File: src/hw/rtl/gke_pkg.sv
package gke_pkg;

    localparam int FEATURE_BITS_DEF = 16;

    localparam int SUM_W = 44;
    localparam logic [SUM_W-1:0] SUM_MAX = {SUM_W{1'b1}};

    localparam int GAMMA_W = 32;
    localparam logic signed [GAMMA_W-1:0] GAMMA_RESET = -32'sd32768;

    localparam int KV_W = 17;
    localparam logic [KV_W-1:0] KV_ONE = 17'h10000;

    localparam int ALU_X_W   = 33;
    localparam int ALU_Y_W   = 44;
    localparam int ALU_ACC_W = 76;
    localparam int ALU_CNT_W = 6;
    localparam logic [ALU_CNT_W-1:0] ALU_STEPS = 6'd33;

    localparam logic [ALU_ACC_W-1:0] UNDERFLOW_LIMIT = 76'd12 << 32;
    localparam logic [ALU_Y_W-1:0] LOG2E_Q30 = 44'd1549082005;
    localparam logic [ALU_Y_W-1:0] LN2_Q32   = 44'd2977044472;

    localparam int P_SHIFT   = 8;
    localparam int P_W       = 28;
    localparam int PROD2_W   = 59;
    localparam int LOG_SHIFT = 30;
    localparam int YV_W      = 30;
    localparam int FRAC_W    = 24;
    localparam int N_W       = 6;
    localparam int T_SHIFT   = 24;
    localparam int T_W       = 32;
    localparam int Q_SHIFT   = 32;
    localparam int R_W       = 33;
    localparam logic [R_W-1:0] ONE_Q32 = 33'h1_0000_0000;
    localparam logic [N_W-1:0] N_MAX = 6'd40;

    localparam int K_W = 4;
    localparam logic [K_W-1:0] SERIES_TERMS = 4'd10;

    typedef struct packed {
        logic start;
        logic div;
    } alu_cmd_t;

    typedef struct packed {
        logic load;
        logic square;
        logic add;
        logic clear;
    } acc_ctl_t;

endpackage

File: src/hw/rtl/gke_alu.sv
module gke_alu
    import gke_pkg::*;
(
    input  logic                 clk,
    input  logic                 rst_n,
    input  alu_cmd_t             cmd,
    input  logic [ALU_X_W-1:0]   x,
    input  logic [ALU_Y_W-1:0]   y,
    output logic                 done,
    output logic [ALU_ACC_W-1:0] acc,
    output logic [ALU_X_W-1:0]   quo
);

    logic [ALU_ACC_W-1:0] acc_reg, acc_next;
    logic [ALU_X_W-1:0]   sh_reg, sh_next;
    logic [ALU_Y_W-1:0]   opnd_reg, opnd_next;
    logic [ALU_CNT_W-1:0] cnt_reg, cnt_next;
    logic                 busy_reg, busy_next;
    logic                 div_reg, div_next;
    logic                 done_reg, done_next;

    logic [ALU_ACC_W-1:0] base;
    logic [ALU_ACC_W-1:0] addend;
    logic [ALU_ACC_W:0]   sum_ext;
    logic                 keep;

    // Multiply runs MSB first as shift and add; divide runs as restoring
    // division. Both share the one adder below.
    always_comb
    begin
        base    = {acc_reg[ALU_ACC_W-2:0], div_reg & sh_reg[ALU_X_W-1]};
        addend  = (div_reg || sh_reg[ALU_X_W-1]) ? ALU_ACC_W'(opnd_reg) : '0;
        sum_ext = {1'b0, base} + {1'b0, (div_reg ? ~addend : addend)}
                  + (ALU_ACC_W+1)'(div_reg);
        keep    = div_reg && !sum_ext[ALU_ACC_W];
    end

    always_comb
    begin
        acc_next  = acc_reg;
        sh_next   = sh_reg;
        opnd_next = opnd_reg;
        cnt_next  = cnt_reg;
        busy_next = busy_reg;
        div_next  = div_reg;
        done_next = 1'b0;
        if (cmd.start)
        begin
            acc_next  = '0;
            sh_next   = x;
            opnd_next = y;
            cnt_next  = ALU_STEPS;
            busy_next = 1'b1;
            div_next  = cmd.div;
        end
        else if (busy_reg)
        begin
            acc_next = keep ? base : sum_ext[ALU_ACC_W-1:0];
            sh_next  = {sh_reg[ALU_X_W-2:0], div_reg & sum_ext[ALU_ACC_W]};
            cnt_next = cnt_reg - 1'b1;
            if (cnt_reg == ALU_CNT_W'(1))
            begin
                busy_next = 1'b0;
                done_next = 1'b1;
            end
        end
    end

    always_ff @(posedge clk or negedge rst_n)
    begin
        if (!rst_n)
        begin
            cnt_reg  <= '0;
            busy_reg <= 1'b0;
            div_reg  <= 1'b0;
            done_reg <= 1'b0;
        end
        else
        begin
            cnt_reg  <= cnt_next;
            busy_reg <= busy_next;
            div_reg  <= div_next;
            done_reg <= done_next;
        end
    end

    always_ff @(posedge clk)
    begin
        acc_reg  <= acc_next;
        sh_reg   <= sh_next;
        opnd_reg <= opnd_next;
    end

    assign done = done_reg;
    assign acc  = acc_reg;
    assign quo  = sh_reg;

endmodule

File: src/hw/rtl/gke_accum.sv
module gke_accum
    import gke_pkg::*;
#(
    parameter int FEATURE_BITS = FEATURE_BITS_DEF
)
(
    input  logic                           clk,
    input  logic                           rst_n,
    input  acc_ctl_t                       ctl,
    input  logic signed [FEATURE_BITS-1:0] feature_a,
    input  logic signed [FEATURE_BITS-1:0] feature_b,
    output logic [SUM_W-1:0]               sum,
    output logic                           overflow
);

    localparam int DIFF_W = FEATURE_BITS + 1;
    localparam int SQ_W   = 2 * FEATURE_BITS + 1;
    localparam int ADD_W  = ((SQ_W > SUM_W) ? SQ_W : SUM_W) + 1;

    logic signed [DIFF_W-1:0]   diff_reg, diff_next;
    logic [SQ_W-1:0]            sq_reg, sq_next;
    logic signed [2*DIFF_W-1:0] prod;
    logic [SUM_W-1:0]           sum_reg, sum_next;
    logic                       ovf_reg, ovf_next;
    logic [ADD_W-1:0]           add_sum;

    always_comb
    begin
        diff_next = DIFF_W'(feature_a) - DIFF_W'(feature_b);
        prod      = diff_reg * diff_reg;
        sq_next   = prod[SQ_W-1:0];
        add_sum   = ADD_W'(sum_reg) + ADD_W'(sq_reg);

        sum_next = sum_reg;
        ovf_next = ovf_reg;
        if (ctl.clear)
        begin
            sum_next = '0;
            ovf_next = 1'b0;
        end
        else if (ctl.add)
        begin
            if (add_sum > ADD_W'(SUM_MAX))
            begin
                sum_next = SUM_MAX;
                ovf_next = 1'b1;
            end
            else
            begin
                sum_next = add_sum[SUM_W-1:0];
            end
        end
    end

    always_ff @(posedge clk or negedge rst_n)
    begin
        if (!rst_n)
        begin
            sum_reg <= '0;
            ovf_reg <= 1'b0;
        end
        else
        begin
            sum_reg <= sum_next;
            ovf_reg <= ovf_next;
        end
    end

    always_ff @(posedge clk)
    begin
        if (ctl.load)
        begin
            diff_reg <= diff_next;
        end
        if (ctl.square)
        begin
            sq_reg <= sq_next;
        end
    end

    assign sum      = sum_reg;
    assign overflow = ovf_reg;

endmodule

File: src/hw/rtl/gaussian_kernel_element.sv
// Channel   Direction  Handshake                    Payload
// feature   in         feature_valid/feature_ready  feature_a, feature_b, last_coord
// kernel    out        kernel_valid/kernel_ready    kernel_value, saturated
// gamma     in         gamma_we (no wait)           gamma_wdata
//
// Each coordinate transfer runs through capture, square and saturating add before the next is taken.
// A last coordinate then runs the exponential on one shared shift-add unit:
// 3 multiplies plus 10 multiply/divide pairs.
// Special cases (zero sum, non-negative gamma, underflow) skip the series; the first two skip the unit.
// Reset clears the accumulator, sets gamma to -0.5 and empties the output register.
// A waiting result does not block new coordinates; only the next result waits for it.
module gaussian_kernel_element
    import gke_pkg::*;
#(
    parameter int FEATURE_BITS = FEATURE_BITS_DEF
)
(
    input  logic                           clk,
    input  logic                           rst_n,
    input  logic                           feature_valid,
    output logic                           feature_ready,
    input  logic signed [FEATURE_BITS-1:0] feature_a,
    input  logic signed [FEATURE_BITS-1:0] feature_b,
    input  logic                           last_coord,
    output logic                           kernel_valid,
    input  logic                           kernel_ready,
    output logic [KV_W-1:0]                kernel_value,
    output logic                           saturated,
    input  logic                           gamma_we,
    input  logic signed [GAMMA_W-1:0]      gamma_wdata
);

    localparam logic [3:0] S_IDLE   = 4'd0;
    localparam logic [3:0] S_SQ     = 4'd1;
    localparam logic [3:0] S_ADD    = 4'd2;
    localparam logic [3:0] S_PREP   = 4'd3;
    localparam logic [3:0] S_PROD   = 4'd4;
    localparam logic [3:0] S_LOG    = 4'd5;
    localparam logic [3:0] S_FRAC   = 4'd6;
    localparam logic [3:0] S_SSTART = 4'd7;
    localparam logic [3:0] S_SMUL   = 4'd8;
    localparam logic [3:0] S_SDIV   = 4'd9;
    localparam logic [3:0] S_FIN    = 4'd10;
    localparam logic [3:0] S_OUT    = 4'd11;

    logic [3:0]                 state_reg, state_next;
    logic signed [GAMMA_W-1:0]  gamma_reg, gamma_next;
    logic                       last_reg, last_next;
    logic                       sat_reg, sat_next;
    logic [KV_W-1:0]            kv_reg, kv_next;
    logic [N_W-1:0]             n_reg, n_next;
    logic [T_W-1:0]             t_reg, t_next;
    logic [R_W-1:0]             r_reg, r_next;
    logic [K_W-1:0]             k_reg, k_next;
    logic                       kernel_valid_reg, kernel_valid_next;
    logic [KV_W-1:0]            kernel_value_reg, kernel_value_next;
    logic                       saturated_reg, saturated_next;

    acc_ctl_t                   acc_ctl;
    logic [SUM_W-1:0]           acc_sum;
    logic                       acc_ovf;

    alu_cmd_t                   alu_cmd;
    logic [ALU_X_W-1:0]         alu_x;
    logic [ALU_Y_W-1:0]         alu_y;
    logic                       alu_done;
    logic [ALU_ACC_W-1:0]       alu_acc;
    logic [ALU_X_W-1:0]         alu_quo;

    logic [GAMMA_W-1:0]         gamma_mag;
    logic [PROD2_W:0]           y_round;
    logic [YV_W-1:0]            y_val;
    logic [6:0]                 fin_sh;
    logic [63:0]                fin_tmp;
    logic [63:0]                fin_val;
    logic [KV_W-1:0]            fin_kv;

    gke_accum #(
        .FEATURE_BITS (FEATURE_BITS)
    ) u_accum (
        .clk       (clk),
        .rst_n     (rst_n),
        .ctl       (acc_ctl),
        .feature_a (feature_a),
        .feature_b (feature_b),
        .sum       (acc_sum),
        .overflow  (acc_ovf)
    );

    gke_alu u_alu (
        .clk   (clk),
        .rst_n (rst_n),
        .cmd   (alu_cmd),
        .x     (alu_x),
        .y     (alu_y),
        .done  (alu_done),
        .acc   (alu_acc),
        .quo   (alu_quo)
    );

    always_comb
    begin
        gamma_mag = GAMMA_W'(-gamma_reg);
        y_round   = {1'b0, alu_acc[PROD2_W-1:0]} + ((PROD2_W+1)'(1) << (LOG_SHIFT - 1));
        y_val     = y_round[LOG_SHIFT+YV_W-1:LOG_SHIFT];
        fin_sh    = 7'(n_reg) + 7'd16;
        fin_tmp   = 64'(r_reg) + (64'd1 << (fin_sh - 7'd1));
        fin_val   = fin_tmp >> fin_sh;
        fin_kv    = (n_reg > N_MAX) ? '0 : fin_val[KV_W-1:0];
    end

    always_comb
    begin
        state_next        = state_reg;
        gamma_next        = gamma_we ? gamma_wdata : gamma_reg;
        last_next         = last_reg;
        sat_next          = sat_reg;
        kv_next           = kv_reg;
        n_next            = n_reg;
        t_next            = t_reg;
        r_next            = r_reg;
        k_next            = k_reg;
        kernel_valid_next = kernel_valid_reg && !kernel_ready;
        kernel_value_next = kernel_value_reg;
        saturated_next    = saturated_reg;
        acc_ctl           = '0;
        alu_cmd           = '0;
        alu_x             = '0;
        alu_y             = '0;
        feature_ready     = 1'b0;

        unique case (state_reg)
            S_IDLE:
            begin
                feature_ready = 1'b1;
                if (feature_valid)
                begin
                    acc_ctl.load = 1'b1;
                    last_next    = last_coord;
                    state_next   = S_SQ;
                end
            end
            S_SQ:
            begin
                acc_ctl.square = 1'b1;
                state_next     = S_ADD;
            end
            S_ADD:
            begin
                acc_ctl.add = 1'b1;
                state_next  = last_reg ? S_PREP : S_IDLE;
            end
            S_PREP:
            begin
                sat_next      = acc_ovf;
                acc_ctl.clear = 1'b1;
                if (!gamma_reg[GAMMA_W-1] || acc_sum == '0)
                begin
                    kv_next    = KV_ONE;
                    state_next = S_OUT;
                end
                else
                begin
                    alu_cmd.start = 1'b1;
                    alu_x         = ALU_X_W'(gamma_mag);
                    alu_y         = ALU_Y_W'(acc_sum);
                    state_next    = S_PROD;
                end
            end
            S_PROD:
            begin
                if (alu_done)
                begin
                    if (alu_acc > UNDERFLOW_LIMIT)
                    begin
                        kv_next    = '0;
                        state_next = S_OUT;
                    end
                    else
                    begin
                        alu_cmd.start = 1'b1;
                        alu_x         = ALU_X_W'(alu_acc[P_SHIFT+P_W-1:P_SHIFT]);
                        alu_y         = LOG2E_Q30;
                        state_next    = S_LOG;
                    end
                end
            end
            S_LOG:
            begin
                if (alu_done)
                begin
                    n_next        = y_val[FRAC_W+N_W-1:FRAC_W];
                    alu_cmd.start = 1'b1;
                    alu_x         = ALU_X_W'(y_val[FRAC_W-1:0]);
                    alu_y         = LN2_Q32;
                    state_next    = S_FRAC;
                end
            end
            S_FRAC:
            begin
                if (alu_done)
                begin
                    t_next     = alu_acc[T_SHIFT+T_W-1:T_SHIFT];
                    r_next     = ONE_Q32;
                    k_next     = SERIES_TERMS;
                    state_next = S_SSTART;
                end
            end
            S_SSTART:
            begin
                alu_cmd.start = 1'b1;
                alu_x         = r_reg;
                alu_y         = ALU_Y_W'(t_reg);
                state_next    = S_SMUL;
            end
            S_SMUL:
            begin
                if (alu_done)
                begin
                    alu_cmd.start = 1'b1;
                    alu_cmd.div   = 1'b1;
                    alu_x         = alu_acc[Q_SHIFT+ALU_X_W-1:Q_SHIFT];
                    alu_y         = ALU_Y_W'(k_reg);
                    state_next    = S_SDIV;
                end
            end
            S_SDIV:
            begin
                if (alu_done)
                begin
                    r_next = ONE_Q32 - alu_quo;
                    if (k_reg == K_W'(1))
                    begin
                        state_next = S_FIN;
                    end
                    else
                    begin
                        k_next     = k_reg - 1'b1;
                        state_next = S_SSTART;
                    end
                end
            end
            S_FIN:
            begin
                kv_next    = fin_kv;
                state_next = S_OUT;
            end
            S_OUT:
            begin
                if (!kernel_valid_reg || kernel_ready)
                begin
                    kernel_valid_next = 1'b1;
                    kernel_value_next = kv_reg;
                    saturated_next    = sat_reg;
                    state_next        = S_IDLE;
                end
            end
            default:
            begin
                state_next = S_IDLE;
            end
        endcase
    end

    always_ff @(posedge clk or negedge rst_n)
    begin
        if (!rst_n)
        begin
            state_reg        <= S_IDLE;
            gamma_reg        <= GAMMA_RESET;
            last_reg         <= 1'b0;
            kernel_valid_reg <= 1'b0;
        end
        else
        begin
            state_reg        <= state_next;
            gamma_reg        <= gamma_next;
            last_reg         <= last_next;
            kernel_valid_reg <= kernel_valid_next;
        end
    end

    always_ff @(posedge clk)
    begin
        sat_reg          <= sat_next;
        kv_reg           <= kv_next;
        n_reg            <= n_next;
        t_reg            <= t_next;
        r_reg            <= r_next;
        k_reg            <= k_next;
        kernel_value_reg <= kernel_value_next;
        saturated_reg    <= saturated_next;
    end

    assign kernel_valid = kernel_valid_reg;
    assign kernel_value = kernel_value_reg;
    assign saturated    = saturated_reg;

`ifndef SYNTHESIS
    // A new result is loaded only from the output state.
    a_load_from_out: assert property (@(posedge clk) disable iff (!rst_n)
        $rose(kernel_valid) |-> $past(state_reg == S_OUT))
        else $error("result appeared outside the output state");

    a_kernel_range: assert property (@(posedge clk) disable iff (!rst_n)
        kernel_valid |-> kernel_value <= KV_ONE)
        else $error("kernel value above one");

    a_done_waited: assert property (@(posedge clk) disable iff (!rst_n)
        alu_done |-> (state_reg == S_PROD || state_reg == S_LOG || state_reg == S_FRAC
                      || state_reg == S_SMUL || state_reg == S_SDIV))
        else $error("shared unit finished while nobody waited");

    a_series_index: assert property (@(posedge clk) disable iff (!rst_n)
        (state_reg == S_SMUL || state_reg == S_SDIV) |-> (k_reg >= K_W'(1)
                                                          && k_reg <= SERIES_TERMS))
        else $error("series term index out of range");

    a_clear_after_last: assert property (@(posedge clk) disable iff (!rst_n)
        (state_reg == S_PREP) |=> (acc_sum == '0 && !acc_ovf))
        else $error("accumulator not cleared after last coordinate");
`endif

endmodule

File: config.mk
export PLATFORM = sky130hd
export DESIGN_NAME = gaussian_kernel_element
export DESIGN_NICKNAME = d
export VERILOG_FILES = /design/src/hw/rtl/gke_pkg.sv /design/src/hw/rtl/gke_alu.sv /design/src/hw/rtl/gke_accum.sv /design/src/hw/rtl/gaussian_kernel_element.sv
export SDC_FILE = /design/constraint.sdc
export NUM_CORES = 2
export LEC_CHECK = 0
export ABC_CLOCK_PERIOD_IN_PS = 16000
export BUFFER_PORTS_ARGS = -buffer_cell sky130_fd_sc_hd__buf_2
export CAP_MARGIN = 10
export CORE_MARGIN = 2
export CORE_UTILIZATION = 45
export DETAILED_ROUTE_END_ITERATION = 10
export PLACE_DENSITY = 0.61
export SKIP_CTS_REPAIR_TIMING = 1
export SYNTH_ARGS = -nofsm -noshare
export SYNTH_HDL_FRONTEND = slang
export SYNTH_HIERARCHICAL = 1
export SYNTH_SLANG_ARGS = --single-unit
File: constraint.sdc
create_clock -name clk -period 16 [get_ports clk]
set_input_delay 0.8 -clock clk [delete_from_list [all_inputs] [get_ports clk]]
set_output_delay 0.8 -clock clk [all_outputs]
set_load 0.01 [all_outputs]
==> results.md <==
- The flow ran to the end, and the final reports show no timing, DRC or antenna violations.
- The via density per instance is around 5.9.
- The number of failing hold endpoints at the final stage is 0.
- Summed over all failing endpoints, the final setup total negative slack is 0 ns.
- The worst register-to-register path ends at u_accum/sq_reg[32].
- For the worst flop-to-flop path, the logic depth is 20.
- The clock root buffer master is clkbuf_16.
- The TritonCTS clock tree is built.
- The final-report setup violation count is 0.
- The critical path endpoint category is a flop.
- The detailed router placed between 30000 and 40000 vias in this run.
- In this run, the number of DRC markers left after iteration 0 of detailed routing was 2954.
- Clock-pin slew was measured on the worst setup and hold paths at around 0.060 ns.
- The critical path start-end classification is reg -> reg.
- The wire length of the first global-routing pass is 180000 um.
- The register with the most flip-flops in the layout has 76 of them.
- Traced cell by cell, the critical path runs through and2_1, inv_1, fa_1, inv_1, fa_1, fa_1, fa_1, fa_1, inv_1, fa_1, inv_1, ha_1, a21o_1, a21oi_1, nor2b_1, nor2_1, o21ai_0, and3_4, o211a_1, nor3_1.
- Once layout is done, the placed cells without fillers occupy 0.0420 mm2.
- The number of pins exceeding their max-slew limit in the final report was 0.
- The worst slew margin relative to its limit is 24.3%.
- The fraction of synthesis flops using an asynchronous set or reset pin is 22.7%.
- Setup repair after global routing left no endpoint under its margin.
- The startpoint type of the worst setup path is a flop.
- By area the synthesized netlist is led by edfxtp_1, fa_1, ha_1, dfrtp_1, inv_1.
- The largest total area in the synthesized netlist belongs to edfxtp_1.
- After synthesis, the most frequently instantiated cells are inv_1, nand2_1, nor2_1, fa_1, ha_1.
- Of the post-synthesis cell area, the dominant cell type holds 18.4%.
- The share of cells above drive strength 1 is 9.43%.
- The die is 297 um tall.
- The path class of the lowest-slack min-delay path is in -> async.
- In this run the standard cell core region covers 0.0853 mm2.
- Counting I/O delays and the setup requirement, the final critical path takes 7.05 ns.
- Together, buffers and inverters on the worst path number 4.
- The maximum clock frequency is roughly 140 MHz.
- After detailed routing, the average wire length per cell comes to around 21 um.
- Entering global routing, the biggest net connects 69 pins.
- Synthesis produced 4245 cells.
- The detailed-route wire length is 115000 um.
- The TritonCTS buffer count is 50.
- The count of cell types in the netlist is ~120.
- The cell type group with the largest total delay on the critical path is adder cells.
- The start of the worst register-to-register path is u_accum/diff_reg[16].
- The most frequent cell on the critical path is fa_1.
- The total of max-cap violations is 0.
- The net count of the finished layout is between 4000 and 5000.
- Between clock sinks in the finished design, the worst skew comes to approximately 0.021 ns.
- For this design, the slowest cell found on the critical path is edfxtp_1.
- The number of warnings reported in the yosys synthesis log is 6.
- The number of nets with antenna violations after detailed routing is 0.
- The remaining design rule violation count is 0.
- The placed instance area is 0.0403 mm2.
- The number of global-route vias before repair is 31300.
- At the end of routability-driven placement, the weighted congestion stood at 0.975.
- The biggest cell delay along the critical path is roughly 0.97 ns.
- The area of the die is between 0.08 and 0.09 mm2.
- The number of port buffers is 89.
- The data arrival at the endpoint of the critical path is 7.49 ns.
- The tree built by TritonCTS fans out to 405 sinks.
- The later pin in the worst-skew pair is clocked with a latency of ~0.62 ns.
- Sequential elements use between 20% and 30% of the synthesized area.
- The number of buffers between clock root and the deepest sink is 3.
- Counting flops with a built-in enable in the synthesized netlist gives 237.
- The row count is around 110.
- Measured on the finished design, the core utilization comes to approximately 49%.
- The synthesized area divided by synthesized cell count is ~9.1 um2.
- Among all cell types in the netlist, the one instantiated most often is inv_1.
- In this run the register-to-register setup slack is approximately 8.9 ns.
- The die is 297 um wide.
- After legalization and detailed placement, the total HPWL measured between 80000 and 90000 um.
- The post-synthesis sequential element count is 405.
- The deepest level of the CTS H-tree is 2.
- The commonest register cell after synthesis is edfxtp_1.
- In this run the worst path has a maximum fanout of 32.
- The area of the mapped netlist is 0.0388 mm2.
- The number of primary I/O pins is 90.
- The initial antenna violation count is 7.
- For the worst setup path, the data required time is between 15 and 20 ns.
- At the pin with the least slew margin, the transition time is between 1 and 1.5 ns.
- The overall overflow remaining after global route is 0.
- Compared with the post-synthesis result, the final layout area differs by 8.46%.
- The first TritonRoute pass finished after 11 iterations.
- The global routing usage summed across all routing layers is about a quarter.
- The starting utilization of the core area is between 40% and 50%.
- The share of the clock period used by the worst path is between 40% and 50%.
==> metal layers <==
metal / wire length, um / part of all wire (%) / global-route usage, % / vias to the layer above
li1: - / - / - / 15100
met1: 49400 / 43 / 34.5 / 15600
met2: 54600 / 48 / 42.8 / 1047
met3: 6840 / 6.0 / 2.98 / 195
met4: 3800 / 3.3 / 8.43 / 0
met5: 0 / 0 / 0 / -
==> stage by stage <==
| stage | std cells | setup WS [ns] | hold slack, ns |
|---|---|---|---|
| 4_1_cts | 5450 | 8.92 | 0.201 |
| 3_5_place_dp | 5356 | 8.93 | 0.405 |
| 6_report | 5452 | 8.95 | 0.214 |
| 2_1_floorplan | 4258 | 9.52 | 0.400 |
| 5_1_grt | 5450 | 8.44 | 0.228 |
| 3_3_place_gp | 5356 | 9.03 | 0.401 |
==> logic make-up (layout without fill, tap and decap cells) <==
kind of cell	count (synthesis)	in the layout	share of synthesized area [%]
buf+inv	636	684	6.39
compound gates	984	984	17.9
flops	405	405	28.3
fa+ha+maj	518	518	21.9
simple gates	1360	1360	17.1
other cells	1	16	0.00968
xor+xnor	247	247	5.58
mux	94	94	2.88
==> cell usage in the layout, fill, tap and decap left out, types with 33 or more instances in the layout <==
cell         n
nor2_1     344
a21o_1      65
nand3_1     64
xnor2_1    128
nor4_1      56
o21bai_1    36
and2_1      93
a311oi_1    75
a211oi_1    49
fa_1       266
o21ai_0    176
o211ai_1    43
clkbuf_16   52
nand4_1     62
buf_2       88
a21oi_1    210
nand2_1    444
edfxtp_1   237
a31oi_1     33
nor2b_1     40
nand2b_1    35
inv_1      446
o21a_1      34
mux2_2      69
dfxtp_1     76
xor2_1     119
nor3_1      72
dfrtp_1     74
buf_4       52
ha_1       252
==> worst max path at each step <==
stage               cells past startpoint            startpoint                 end  slack (ns)
global placement                       20  u_accum/diff_reg[16]  u_accum/sq_reg[30]        9.03
finish                                 20  u_accum/diff_reg[16]  u_accum/sq_reg[32]        8.95
detailed placement                     20  u_accum/diff_reg[16]  u_accum/sq_reg[32]        8.93
global route                           20  u_accum/diff_reg[16]  u_accum/sq_reg[32]        8.44
floorplan                              24   u_accum/diff_reg[5]  u_accum/sq_reg[31]        9.52
CTS                                    18  u_accum/diff_reg[16]  u_accum/sq_reg[32]        8.92
==> area by class of cell <==
class | count | area (um2)
sequential | 405 | 11000
timing repair buffer | 140 | 831
multi-input combinational | 3217 | 25400
clock inverter | 25 | 254
clock buffer | 69 | 1430
inverter | 450 | 1690
fill | 8076 | 43300
tap | 1144 | 1430
antenna | 2 | 5.00
Power is not shown: default switching activity piles up to over one toggle a cycle in this logic, so the estimate is an artifact.
